<file path="config.mk">
export PLATFORM = sky130hd
export DESIGN_NAME = sms_concat_reassembler_core
export DESIGN_NICKNAME = d
export VERILOG_FILES = /design/src/rtl/core/smsr_pkg.sv /design/src/rtl/core/sms_concat_reassembler_core.sv
export SDC_FILE = /design/constraint.sdc
export NUM_CORES = 2
export LEC_CHECK = 0
export CAP_MARGIN = 15
export CORE_AREA = 10 10 391 393
export DETAILED_ROUTE_END_ITERATION = 16
export DIE_AREA = 0 0 401 403
export DONT_BUFFER_PORTS = 1
export PLACE_DENSITY = 0.77
export SYNTH_ARGS = -nofsm -noshare
export SYNTH_HDL_FRONTEND = slang
export SYNTH_SLANG_ARGS = --single-unit
</file>
<file path="constraint.sdc">
create_clock -name clock -period 9.8 [get_ports clock]
set_input_delay 0.98 -clock clock [delete_from_list [all_inputs] [get_ports clock]]
set_output_delay 0.98 -clock clock [all_outputs]
set_load 0.01 [all_outputs]
</file>
<file path="src/rtl/core/smsr_pkg.sv">
// Package for the concatenated message reassembler core.
// Holds table sizes, derived widths, record kinds and the result record type.
// No dependencies.
package smsr_pkg;

   localparam int SLOT_COUNT = 4;
   localparam int MAX_PARTS  = 8;

   localparam int SLOT_W = (SLOT_COUNT > 1) ? $clog2(SLOT_COUNT) : 1;
   localparam int SCAN_W = $clog2(SLOT_COUNT + 1);
   localparam int PIDX_W = $clog2(MAX_PARTS);
   localparam int CNT_W  = $clog2(MAX_PARTS + 1);
   localparam int ADDR_W = $clog2(SLOT_COUNT * MAX_PARTS);

   // Record kinds
   localparam logic [2:0] KIND_RECEIVED = 3'd0;
   localparam logic [2:0] KIND_INVALID  = 3'd1;
   localparam logic [2:0] KIND_EVICTED  = 3'd2;
   localparam logic [2:0] KIND_TIMEOUT  = 3'd3;
   localparam logic [2:0] KIND_PIECE    = 3'd4;
   localparam logic [2:0] KIND_GAP      = 3'd5;
   localparam logic [2:0] KIND_SINGLE   = 3'd6;

   // Operations
   localparam logic OP_PART  = 1'b0;
   localparam logic OP_SWEEP = 1'b1;

   // Configuration register indexes
   localparam logic CSR_TIMEOUT = 1'b0;
   localparam logic CSR_NOTICES = 1'b1;

   typedef struct packed {
      logic [2:0]  kind;
      logic [15:0] ref_num;
      logic [7:0]  part;
      logic [3:0]  received;
      logic [7:0]  total;
      logic [31:0] sender;
      logic [31:0] stamp;
      logic [15:0] handle;
   } rec_type;

endpackage

</file>
<file path="src/rtl/core/sms_concat_reassembler_core.sv">
// Reassembler core: slot table, part handle memory and record sequencer.
// Depends on smsr_pkg.
//
// Collects parts of concatenated messages in SLOT_COUNT slots and emits each finished,
// evicted or timed-out message as a run of piece/gap records, rsp_tlast on the final
// record of each input. One input is in work at a time: req_tready is high only while
// the sequencer idles. A single or invalid message gives a single record (an invalid one
// first gives an invalid notice if notices are on); a new part gives a received notice
// unless it is a duplicate or notices are off. Completing a message emits its pieces and
// gaps (the handle memory read is registered); an eviction scans the slots for the oldest
// and gives a notice, with notices on, before its pieces and gaps. A sweep checks every slot
// and gives a timeout notice, with notices on, and the pieces and gaps of each timed-out slot.
// Output backpressure can stall any of these. Up to one finished record waits in the output
// register while the next input is taken.
module sms_concat_reassembler_core
   import smsr_pkg::*;
(
   input  logic         clock,
   input  logic         reset,
   input  logic         req_tvalid,
   output logic         req_tready,
   // now_time[47:0], ref_number[63:48], part_number[71:64], total_parts[79:72],
   // sender_id[111:80], timestamp_tag[143:112], part_handle[159:144]
   input  logic [159:0] req_tdata,
   // op[0]
   input  logic [0:0]   req_tuser,
   output logic         rsp_tvalid,
   input  logic         rsp_tready,
   // out_ref[15:0], out_part[23:16], out_received[27:24], out_total[35:28],
   // out_sender[67:36], out_timestamp[99:68], out_handle[115:100], zero pad[119:116]
   output logic [119:0] rsp_tdata,
   // record_kind[2:0]
   output logic [2:0]   rsp_tuser,
   output logic         rsp_tlast,
   input  logic         csr_valid,
   output logic         csr_ready,
   input  logic         csr_index,
   input  logic [47:0]  csr_data
);

   localparam logic [3:0] ST_IDLE   = 4'd0;
   localparam logic [3:0] ST_DECODE = 4'd1;
   localparam logic [3:0] ST_SINGLE = 4'd2;
   localparam logic [3:0] ST_MATCH  = 4'd3;
   localparam logic [3:0] ST_EVSCAN = 4'd4;
   localparam logic [3:0] ST_EVNOTE = 4'd5;
   localparam logic [3:0] ST_PRD    = 4'd6;
   localparam logic [3:0] ST_PEM    = 4'd7;
   localparam logic [3:0] ST_APPLY  = 4'd8;
   localparam logic [3:0] ST_NOTE0  = 4'd9;
   localparam logic [3:0] ST_CHECK  = 4'd10;
   localparam logic [3:0] ST_SWEEP  = 4'd11;
   localparam logic [3:0] ST_SWNOTE = 4'd12;
   localparam logic [3:0] ST_DONE   = 4'd13;

   localparam logic [1:0] RET_EVICT    = 2'd0;
   localparam logic [1:0] RET_COMPLETE = 2'd1;
   localparam logic [1:0] RET_SWEEP    = 2'd2;

   // Control and configuration
   logic [3:0]        state_ff, state_in;
   logic [1:0]        ret_ff, ret_in;
   logic [SLOT_W-1:0] s_ff, s_in;
   logic [SCAN_W-1:0] sc_ff, sc_in;
   logic [CNT_W-1:0]  i_ff, i_in;
   logic [47:0]       timeout_ff;
   logic              notices_ff;

   // Latched input item
   logic        op_ff;
   logic [47:0] now_ff;
   logic [15:0] ref_ff;
   logic [7:0]  part_ff, total_ff;
   logic [31:0] sender_ff, stamp_ff;
   logic [15:0] handle_ff;

   // Slot table
   logic              busy_ff     [SLOT_COUNT];
   logic              busy_in     [SLOT_COUNT];
   logic [15:0]       sref_ff     [SLOT_COUNT];
   logic [15:0]       sref_in     [SLOT_COUNT];
   logic [CNT_W-1:0]  stotal_ff   [SLOT_COUNT];
   logic [CNT_W-1:0]  stotal_in   [SLOT_COUNT];
   logic [CNT_W-1:0]  srecv_ff    [SLOT_COUNT];
   logic [CNT_W-1:0]  srecv_in    [SLOT_COUNT];
   logic [31:0]       ssender_ff  [SLOT_COUNT];
   logic [31:0]       ssender_in  [SLOT_COUNT];
   logic [31:0]       sstamp_ff   [SLOT_COUNT];
   logic [31:0]       sstamp_in   [SLOT_COUNT];
   logic              sstset_ff   [SLOT_COUNT];
   logic              sstset_in   [SLOT_COUNT];
   logic [47:0]       slast_ff    [SLOT_COUNT];
   logic [47:0]       slast_in    [SLOT_COUNT];
   logic [SLOT_COUNT*MAX_PARTS-1:0] present_ff, present_in;

   // Part handle memory
   logic [15:0]       handle_mem [SLOT_COUNT*MAX_PARTS];
   logic [15:0]       mem_rdata_ff;
   logic [ADDR_W-1:0] mem_raddr, mem_waddr;
   logic              mem_we;

   // Output staging: hold_ff keeps the newest record until it is known whether it ends the run
   rec_type hold_ff, hold_in, rsp_rec_ff, rsp_rec_in, push_rec;
   logic    hold_v_ff, hold_v_in, rsp_valid_ff, rsp_valid_in, rsp_last_ff, rsp_last_in;
   logic    push_en, can_push, out_free;

   logic [SLOT_COUNT-1:0] stale, match, avail;
   logic [SLOT_W-1:0]     match_idx, avail_idx;
   logic [ADDR_W-1:0]     part_addr;
   logic [PIDX_W-1:0]     part_idx;

   assign req_tready = (state_ff == ST_IDLE);
   assign csr_ready  = 1'b1;
   assign rsp_tvalid = rsp_valid_ff;
   assign rsp_tuser  = rsp_rec_ff.kind;
   assign rsp_tlast  = rsp_last_ff;
   assign rsp_tdata  = {4'd0, rsp_rec_ff.handle, rsp_rec_ff.stamp, rsp_rec_ff.sender,
                        rsp_rec_ff.total, rsp_rec_ff.received, rsp_rec_ff.part,
                        rsp_rec_ff.ref_num};

   assign out_free = !rsp_valid_ff || rsp_tready;
   assign can_push = !hold_v_ff || out_free;

   // Per-slot age, match and availability
   always_comb begin
      match_idx = '0;
      avail_idx = '0;
      for (int j = SLOT_COUNT - 1; j >= 0; j--) begin
         stale[j] = (now_ff - slast_ff[j]) > timeout_ff;
         match[j] = busy_ff[j] && (sref_ff[j] == ref_ff) && (ssender_ff[j] == sender_ff)
                    && (8'(stotal_ff[j]) == total_ff);
         avail[j] = !busy_ff[j] || stale[j];
         if (match[j]) match_idx = SLOT_W'(j);
         if (avail[j]) avail_idx = SLOT_W'(j);
      end
   end

   assign part_idx  = PIDX_W'(part_ff - 8'd1);
   assign part_addr = ADDR_W'(int'(s_ff) * MAX_PARTS + int'(part_idx));

   // Sequencer
   always_comb begin
      state_in   = state_ff;
      ret_in     = ret_ff;
      s_in       = s_ff;
      sc_in      = sc_ff;
      i_in       = i_ff;
      present_in = present_ff;
      for (int j = 0; j < SLOT_COUNT; j++) begin
         busy_in[j]    = busy_ff[j];
         sref_in[j]    = sref_ff[j];
         stotal_in[j]  = stotal_ff[j];
         srecv_in[j]   = srecv_ff[j];
         ssender_in[j] = ssender_ff[j];
         sstamp_in[j]  = sstamp_ff[j];
         sstset_in[j]  = sstset_ff[j];
         slast_in[j]   = slast_ff[j];
      end
      push_en   = 1'b0;
      push_rec  = '0;
      mem_we    = 1'b0;
      mem_waddr = part_addr;
      mem_raddr = ADDR_W'(int'(s_ff) * MAX_PARTS + int'(i_ff[PIDX_W-1:0]));

      // Slot notice fields, filled per state
      push_rec.ref_num  = sref_ff[s_ff];
      push_rec.received = 4'(srecv_ff[s_ff]);
      push_rec.total    = 8'(stotal_ff[s_ff]);
      push_rec.sender   = ssender_ff[s_ff];
      push_rec.stamp    = sstamp_ff[s_ff];

      unique case (state_ff)
         ST_IDLE: begin
            if (req_tvalid) state_in = ST_DECODE;
         end
         ST_DECODE: begin
            if (op_ff == OP_SWEEP) begin
               sc_in    = '0;
               state_in = ST_SWEEP;
            end else if (total_ff < 8'd2 || part_ff == 8'd0) begin
               state_in = ST_SINGLE;
            end else if (total_ff > 8'(MAX_PARTS) || part_ff > total_ff) begin
               // Out-of-range part: optional notice, then pass through
               if (!notices_ff) begin
                  state_in = ST_SINGLE;
               end else if (can_push) begin
                  push_en           = 1'b1;
                  push_rec.kind     = KIND_INVALID;
                  push_rec.ref_num  = ref_ff;
                  push_rec.part     = part_ff;
                  push_rec.received = 4'd1;
                  push_rec.total    = total_ff;
                  push_rec.sender   = sender_ff;
                  push_rec.stamp    = stamp_ff;
                  push_rec.handle   = '0;
                  state_in          = ST_SINGLE;
               end
            end else begin
               state_in = ST_MATCH;
            end
         end
         ST_SINGLE: begin
            if (can_push) begin
               push_en           = 1'b1;
               push_rec.kind     = KIND_SINGLE;
               push_rec.ref_num  = ref_ff;
               push_rec.part     = '0;
               push_rec.received = '0;
               push_rec.total    = total_ff;
               push_rec.sender   = sender_ff;
               push_rec.stamp    = stamp_ff;
               push_rec.handle   = handle_ff;
               state_in          = ST_DONE;
            end
         end
         ST_MATCH: begin
            if (|match) begin
               s_in     = match_idx;
               state_in = ST_APPLY;
            end else if (|avail) begin
               // Take the slot, dropping any stale content
               s_in                 = avail_idx;
               busy_in[avail_idx]   = 1'b1;
               sref_in[avail_idx]   = ref_ff;
               stotal_in[avail_idx] = CNT_W'(total_ff);
               srecv_in[avail_idx]  = '0;
               ssender_in[avail_idx] = sender_ff;
               sstamp_in[avail_idx] = '0;
               sstset_in[avail_idx] = 1'b0;
               slast_in[avail_idx]  = now_ff;
               for (int p = 0; p < MAX_PARTS; p++)
                  present_in[int'(avail_idx) * MAX_PARTS + p] = 1'b0;
               state_in = ST_APPLY;
            end else begin
               s_in     = '0;
               sc_in    = '0;
               state_in = ST_EVSCAN;
            end
         end
         ST_EVSCAN: begin
            // Find the oldest slot, lowest index on a tie
            if (slast_ff[sc_ff[SLOT_W-1:0]] < slast_ff[s_ff]) s_in = sc_ff[SLOT_W-1:0];
            sc_in = sc_ff + 1'b1;
            if (sc_ff == SCAN_W'(SLOT_COUNT - 1)) state_in = ST_EVNOTE;
         end
         ST_EVNOTE: begin
            if (!notices_ff || can_push) begin
               push_en       = notices_ff;
               push_rec.kind = KIND_EVICTED;
               i_in          = '0;
               ret_in        = RET_EVICT;
               state_in      = ST_PRD;
            end
         end
         ST_PRD: begin
            if (i_ff >= stotal_ff[s_ff] || i_ff >= CNT_W'(MAX_PARTS)) begin
               case (ret_ff)
                  RET_EVICT: begin
                     busy_in[s_ff]    = 1'b1;
                     sref_in[s_ff]    = ref_ff;
                     stotal_in[s_ff]  = CNT_W'(total_ff);
                     srecv_in[s_ff]   = '0;
                     ssender_in[s_ff] = sender_ff;
                     sstamp_in[s_ff]  = '0;
                     sstset_in[s_ff]  = 1'b0;
                     slast_in[s_ff]   = now_ff;
                     state_in         = ST_APPLY;
                  end
                  default: begin
                     busy_in[s_ff]    = 1'b0;
                     sref_in[s_ff]    = '0;
                     stotal_in[s_ff]  = '0;
                     srecv_in[s_ff]   = '0;
                     ssender_in[s_ff] = '0;
                     sstamp_in[s_ff]  = '0;
                     sstset_in[s_ff]  = 1'b0;
                     slast_in[s_ff]   = '0;
                     if (ret_ff == RET_SWEEP) begin
                        sc_in    = sc_ff + 1'b1;
                        state_in = ST_SWEEP;
                     end else begin
                        state_in = ST_DONE;
                     end
                  end
               endcase
               for (int p = 0; p < MAX_PARTS; p++)
                  present_in[int'(s_ff) * MAX_PARTS + p] = 1'b0;
            end else begin
               state_in = ST_PEM;
            end
         end
         ST_PEM: begin
            if (can_push) begin
               push_en           = 1'b1;
               push_rec.part     = 8'(i_ff) + 8'd1;
               push_rec.received = '0;
               if (present_ff[mem_raddr]) begin
                  push_rec.kind   = KIND_PIECE;
                  push_rec.handle = mem_rdata_ff;
               end else begin
                  push_rec.kind   = KIND_GAP;
                  push_rec.handle = '0;
               end
               i_in     = i_ff + 1'b1;
               state_in = ST_PRD;
            end
         end
         ST_APPLY: begin
            if (!present_ff[part_addr]) begin
               present_in[part_addr] = 1'b1;
               mem_we                = 1'b1;
               srecv_in[s_ff]        = srecv_ff[s_ff] + 1'b1;
               slast_in[s_ff]        = now_ff;
               if (!sstset_ff[s_ff]) begin
                  sstamp_in[s_ff] = stamp_ff;
                  sstset_in[s_ff] = 1'b1;
               end
               state_in = notices_ff ? ST_NOTE0 : ST_CHECK;
            end else begin
               state_in = ST_CHECK;
            end
         end
         ST_NOTE0: begin
            if (can_push) begin
               push_en         = 1'b1;
               push_rec.kind   = KIND_RECEIVED;
               push_rec.ref_num = ref_ff;
               push_rec.part   = part_ff;
               push_rec.total  = total_ff;
               push_rec.handle = '0;
               state_in        = ST_CHECK;
            end
         end
         ST_CHECK: begin
            if (srecv_ff[s_ff] >= stotal_ff[s_ff]) begin
               i_in     = '0;
               ret_in   = RET_COMPLETE;
               state_in = ST_PRD;
            end else begin
               state_in = ST_DONE;
            end
         end
         ST_SWEEP: begin
            if (sc_ff == SCAN_W'(SLOT_COUNT)) begin
               state_in = ST_DONE;
            end else if (busy_ff[sc_ff[SLOT_W-1:0]] && stale[sc_ff[SLOT_W-1:0]]) begin
               s_in     = sc_ff[SLOT_W-1:0];
               state_in = ST_SWNOTE;
            end else begin
               sc_in = sc_ff + 1'b1;
            end
         end
         ST_SWNOTE: begin
            if (!notices_ff || can_push) begin
               push_en       = notices_ff;
               push_rec.kind = KIND_TIMEOUT;
               i_in          = '0;
               ret_in        = RET_SWEEP;
               state_in      = ST_PRD;
            end
         end
         ST_DONE: begin
            if (!hold_v_ff || out_free) state_in = ST_IDLE;
         end
         default: state_in = ST_IDLE;
      endcase
   end

   // Output staging: a pushed record moves the held one out; the run end flushes with tlast
   always_comb begin
      hold_in      = hold_ff;
      hold_v_in    = hold_v_ff;
      rsp_rec_in   = rsp_rec_ff;
      rsp_last_in  = rsp_last_ff;
      rsp_valid_in = rsp_valid_ff && !rsp_tready;
      if (state_ff == ST_DONE && hold_v_ff && out_free) begin
         rsp_rec_in   = hold_ff;
         rsp_last_in  = 1'b1;
         rsp_valid_in = 1'b1;
         hold_v_in    = 1'b0;
      end else if (push_en) begin
         if (hold_v_ff) begin
            rsp_rec_in   = hold_ff;
            rsp_last_in  = 1'b0;
            rsp_valid_in = 1'b1;
         end
         hold_in   = push_rec;
         hold_v_in = 1'b1;
      end
   end

   // Handle memory: one write, one registered read
   always_ff @(posedge clock) begin
      if (mem_we) handle_mem[mem_waddr] <= handle_ff;
      mem_rdata_ff <= handle_mem[mem_raddr];
   end

   // Payload registers
   always_ff @(posedge clock) begin
      hold_ff    <= hold_in;
      rsp_rec_ff <= rsp_rec_in;
      if (state_ff == ST_IDLE && req_tvalid) begin
         op_ff     <= req_tuser[0];
         now_ff    <= req_tdata[47:0];
         ref_ff    <= req_tdata[63:48];
         part_ff   <= req_tdata[71:64];
         total_ff  <= req_tdata[79:72];
         sender_ff <= req_tdata[111:80];
         stamp_ff  <= req_tdata[143:112];
         handle_ff <= req_tdata[159:144];
      end
   end

   // Control, configuration and slot table
   always_ff @(posedge clock) begin
      if (reset) begin
         state_ff     <= ST_IDLE;
         ret_ff       <= RET_EVICT;
         s_ff         <= '0;
         sc_ff        <= '0;
         i_ff         <= '0;
         hold_v_ff    <= 1'b0;
         rsp_valid_ff <= 1'b0;
         rsp_last_ff  <= 1'b0;
         timeout_ff   <= 48'd60000000;
         notices_ff   <= 1'b1;
         present_ff   <= '0;
         for (int j = 0; j < SLOT_COUNT; j++) begin
            busy_ff[j]    <= 1'b0;
            sref_ff[j]    <= '0;
            stotal_ff[j]  <= '0;
            srecv_ff[j]   <= '0;
            ssender_ff[j] <= '0;
            sstamp_ff[j]  <= '0;
            sstset_ff[j]  <= 1'b0;
            slast_ff[j]   <= '0;
         end
      end else begin
         state_ff     <= state_in;
         ret_ff       <= ret_in;
         s_ff         <= s_in;
         sc_ff        <= sc_in;
         i_ff         <= i_in;
         hold_v_ff    <= hold_v_in;
         rsp_valid_ff <= rsp_valid_in;
         rsp_last_ff  <= rsp_last_in;
         present_ff   <= present_in;
         for (int j = 0; j < SLOT_COUNT; j++) begin
            busy_ff[j]    <= busy_in[j];
            sref_ff[j]    <= sref_in[j];
            stotal_ff[j]  <= stotal_in[j];
            srecv_ff[j]   <= srecv_in[j];
            ssender_ff[j] <= ssender_in[j];
            sstamp_ff[j]  <= sstamp_in[j];
            sstset_ff[j]  <= sstset_in[j];
            slast_ff[j]   <= slast_in[j];
         end
         if (csr_valid) begin
            unique case (csr_index)
               CSR_TIMEOUT: timeout_ff <= csr_data;
               CSR_NOTICES: notices_ff <= csr_data[0];
               default: ;
            endcase
         end
      end
   end

endmodule
</file>
==> metrics.txt <==
commonest cells in the netlist=edfxtp_1, dfxtp_1, ha_1; top-count cell post-synth=edfxtp_1; switching portion of total power=0.3495; Yosys top cell area share=0.3448; Post-CTS Resized=0; DP HPWL=167400 µm; DR vias=56188; cell-internal power=14.47 mW; Tot GR Track Use=0.2933; CTS buffer count=162; Netlist cell types=93; status=complete, no violations; DR vias/cell=6.698; pins over their slew limit=0; CP Capture Type=register; Slew @ Worst Pin=1.194 ns; post-synthesis cell area=0.07933 mm²; RSZ-0062 raised after global routing=no; CP max FO=48; Yosys warning total=0; insertion delay to the later sink of the worst-skew pair=0.83 ns; Clock Pin Slew Worst Setup and Hold Paths=0.07 ns; die height=403 µm; Initial Util=0.5470; top_reg_cell synth=edfxtp_1; Routed Wire Length=245900 µm; sequential area share after synthesis=0.5142; hold_buf cts=0; CP Launch Type=register; Sink Count=1582; worst path required time=10.51 ns; initial antenna violation count=23; WL per Instance=29.31 µm; Final setup viols=0; post-CTS setup buffers=0; top cells by area, synth=edfxtp_1, dfxtp_1, mux4_2, ha_1, a22o_1; WP data arrival=9.87 ns; NetSw=7.772 mW; IO Pins=342; fraction of final layout cells sized beyond drive strength 1=0.1347; sequential share of power=0.390; number of port buffers=0; ys async rst share=0; first-pass GRT wire length=360200 µm; Slowest-stage cell, CP=nor4_1; H-Tree Depth=4; Pre-antenna DRT Iters=6; fmax=109.3 MHz; Layout Nets=6992; Combinational Power Share=0.318; Pwr Density=255.2 mW/mm²; Clock Skew=0.06048 ns; Post-Syn Area per Cell=12.41 µm²; min-delay worst type=input pin to register; fin crit period=9.153 ns; setup TNS=0 ns; worst hold margin=0.2348 ns; gpl congestion=0.9858; largest net degree at the start of global routing=185; Syn Inst Count=6394; CTS max path bufs=3; Iteration-0 DRC Markers=6667; GRT overflow=0; clk root buf=clkbuf_16; FP Rows=140; WS Path Type=register to register; Final Hold Viols=0; area grow syn2layout=9.857%; number of global-route vias before repair=54594; total die area=0.1616 mm²; Leakage=30.74 nW; Post-synth EDFFs=911; Core ar.=0.1450 mm²; maxcap violations=0; DR DRC count=0; Final period util=0.9340; DRT antenna net count=0; die width=401 µm; clock power share=0.292; Worst path max stage delay=0.63 ns; CTS tree=done; Yosys top cell by area=edfxtp_1; post-synthesis register bit count=1582; normalized max-slew margin=0.2038; IR drop worst, VDD=0.2403 mV
==> sequential cells by signal, summed over array words and instances, names as in the netlist, 16 cells and up, named ones only <==
signal	cells
handle_mem	512
slast_ff	192
ssender_ff	128
sstamp_ff	128
hold_ff	119
rsp_tdata	116
sref_ff	64
now_ff	48
timeout_ff	48
present_ff	32
sender_ff	32
stamp_ff	32
handle_ff	16
mem_rdata_ff	16
ref_ff	16
srecv_ff	16
stotal_ff	16
==> cell families (layout without fill, tap and decap cells) <==
family	count (synthesis)	count (layout)	share of synthesized area
flip-flops	1582	1582	0.5142
AND/OR/NAND/NOR	1125	1125	0.07118
AO/OA/AOI/OAI	1616	1616	0.1501
adder cells (fa/ha/maj)	457	457	0.07246
other	2	18	0.00009467
multiplexers	486	486	0.1149
XOR/XNOR	349	349	0.03853
buffers and inverters	777	839	0.03850
==> area by class of cell <==
| type | instances | area (µm²) |
|---|---|---|
| inverters | 436 | 1637 |
| clock inverters | 91 | 1137 |
| multi-input cells | 4038 | 35760 |
| clock buffers | 212 | 4469 |
| well taps | 1917 | 2399 |
| fillers | 11024 | 57890 |
| flip-flops and latches | 1582 | 40810 |
| diodes | 13 | 32.53 |
| repair buffers | 100 | 903.4 |
==> routing by layer <==
| metal | wire length [µm] | vias to the layer above | GRT usage |
|---|---|---|---|
| met5 | 38 | - | 0 |
| met1 | 96550 | 27990 | 0.3918 |
| li1 | - | 24287 | - |
| met3 | 27100 | 556 | 0.07585 |
| met4 | 10880 | 6 | 0.1196 |
| met2 | 111300 | 3349 | 0.4555 |
==> power groups by stage <==
stage          logic, mW  clock network (mW)  registers (mW)
6_report            7.08                6.49            8.67
5_1_grt             7.66                6.78            8.74
4_1_cts             6.93                6.54            8.66
3_5_place_dp        6.87                   0            8.79
3_3_place_gp        6.77                   0            8.75
2_1_floorplan       4.96                   0            8.40
==> layout by cell type (no fill, tap or decap), types with 32 or more instances in the layout <==
cell         n
edfxtp_1   911
dfxtp_1    664
ha_1       453
inv_1      434
a22o_1     415
mux4_2     332
a21oi_1    309
nand2_1    300
nor2_1     214
a21o_1     199
xnor2_1    181
xor2_1     168
clkbuf_16  164
o2bb2ai_1  157
o21ai_0    142
nor2b_1    141
nand4_1     99
buf_4       88
mux2_2      79
mux2i_1     75
nor3_1      63
nand3_1     61
o22ai_1     54
nor4_1      53
nand2b_1    51
o21a_1      45
o21bai_1    32
==> stage by stage <==
| step | util | power, mW | cells | cell area (µm²) | setup slack (ns) |
|---|---|---|---|---|---|
| floorplan | - | 13.36 | 6397 | 79340 | 2.517 |
| global placement | 0.5617 | 15.52 | 8071 | 81460 | 0.3582 |
| detailed placement | 0.5617 | 15.65 | 8071 | 81460 | 0.3269 |
| CTS | 0.6003 | 22.12 | 8374 | 87070 | 0.2247 |
| global route | 0.6008 | 23.18 | 8384 | 87140 | 0.05303 |
| finish | 0.6009 | 22.24 | 8389 | 87150 | 0.6472 |
==> worst max-delay path, delay by kind of cell (launching register included) <==
family          cells  cell delay, ns
xor+xnor            1            0.17
flops               1            0.36
compound gates     13            4.11
fa+ha+maj           3            0.90
buf+inv             6            1.19
simple gates        7            2.25
==> worst paths after layout <==
kind                            slack (ns)              end  cells after the start         from
worst max-delay path                  0.65  slast_ff[0][28]                     30    now_ff[0]
worst min-delay path                  0.23       rsp_tvalid                      1        reset
worst max register to register        0.65  slast_ff[0][28]                     30    now_ff[0]
worst min register to register        0.42    rsp_tdata[63]                      0  hold_ff[75]
No activity file was read; power rests on OpenSTA's default activity.
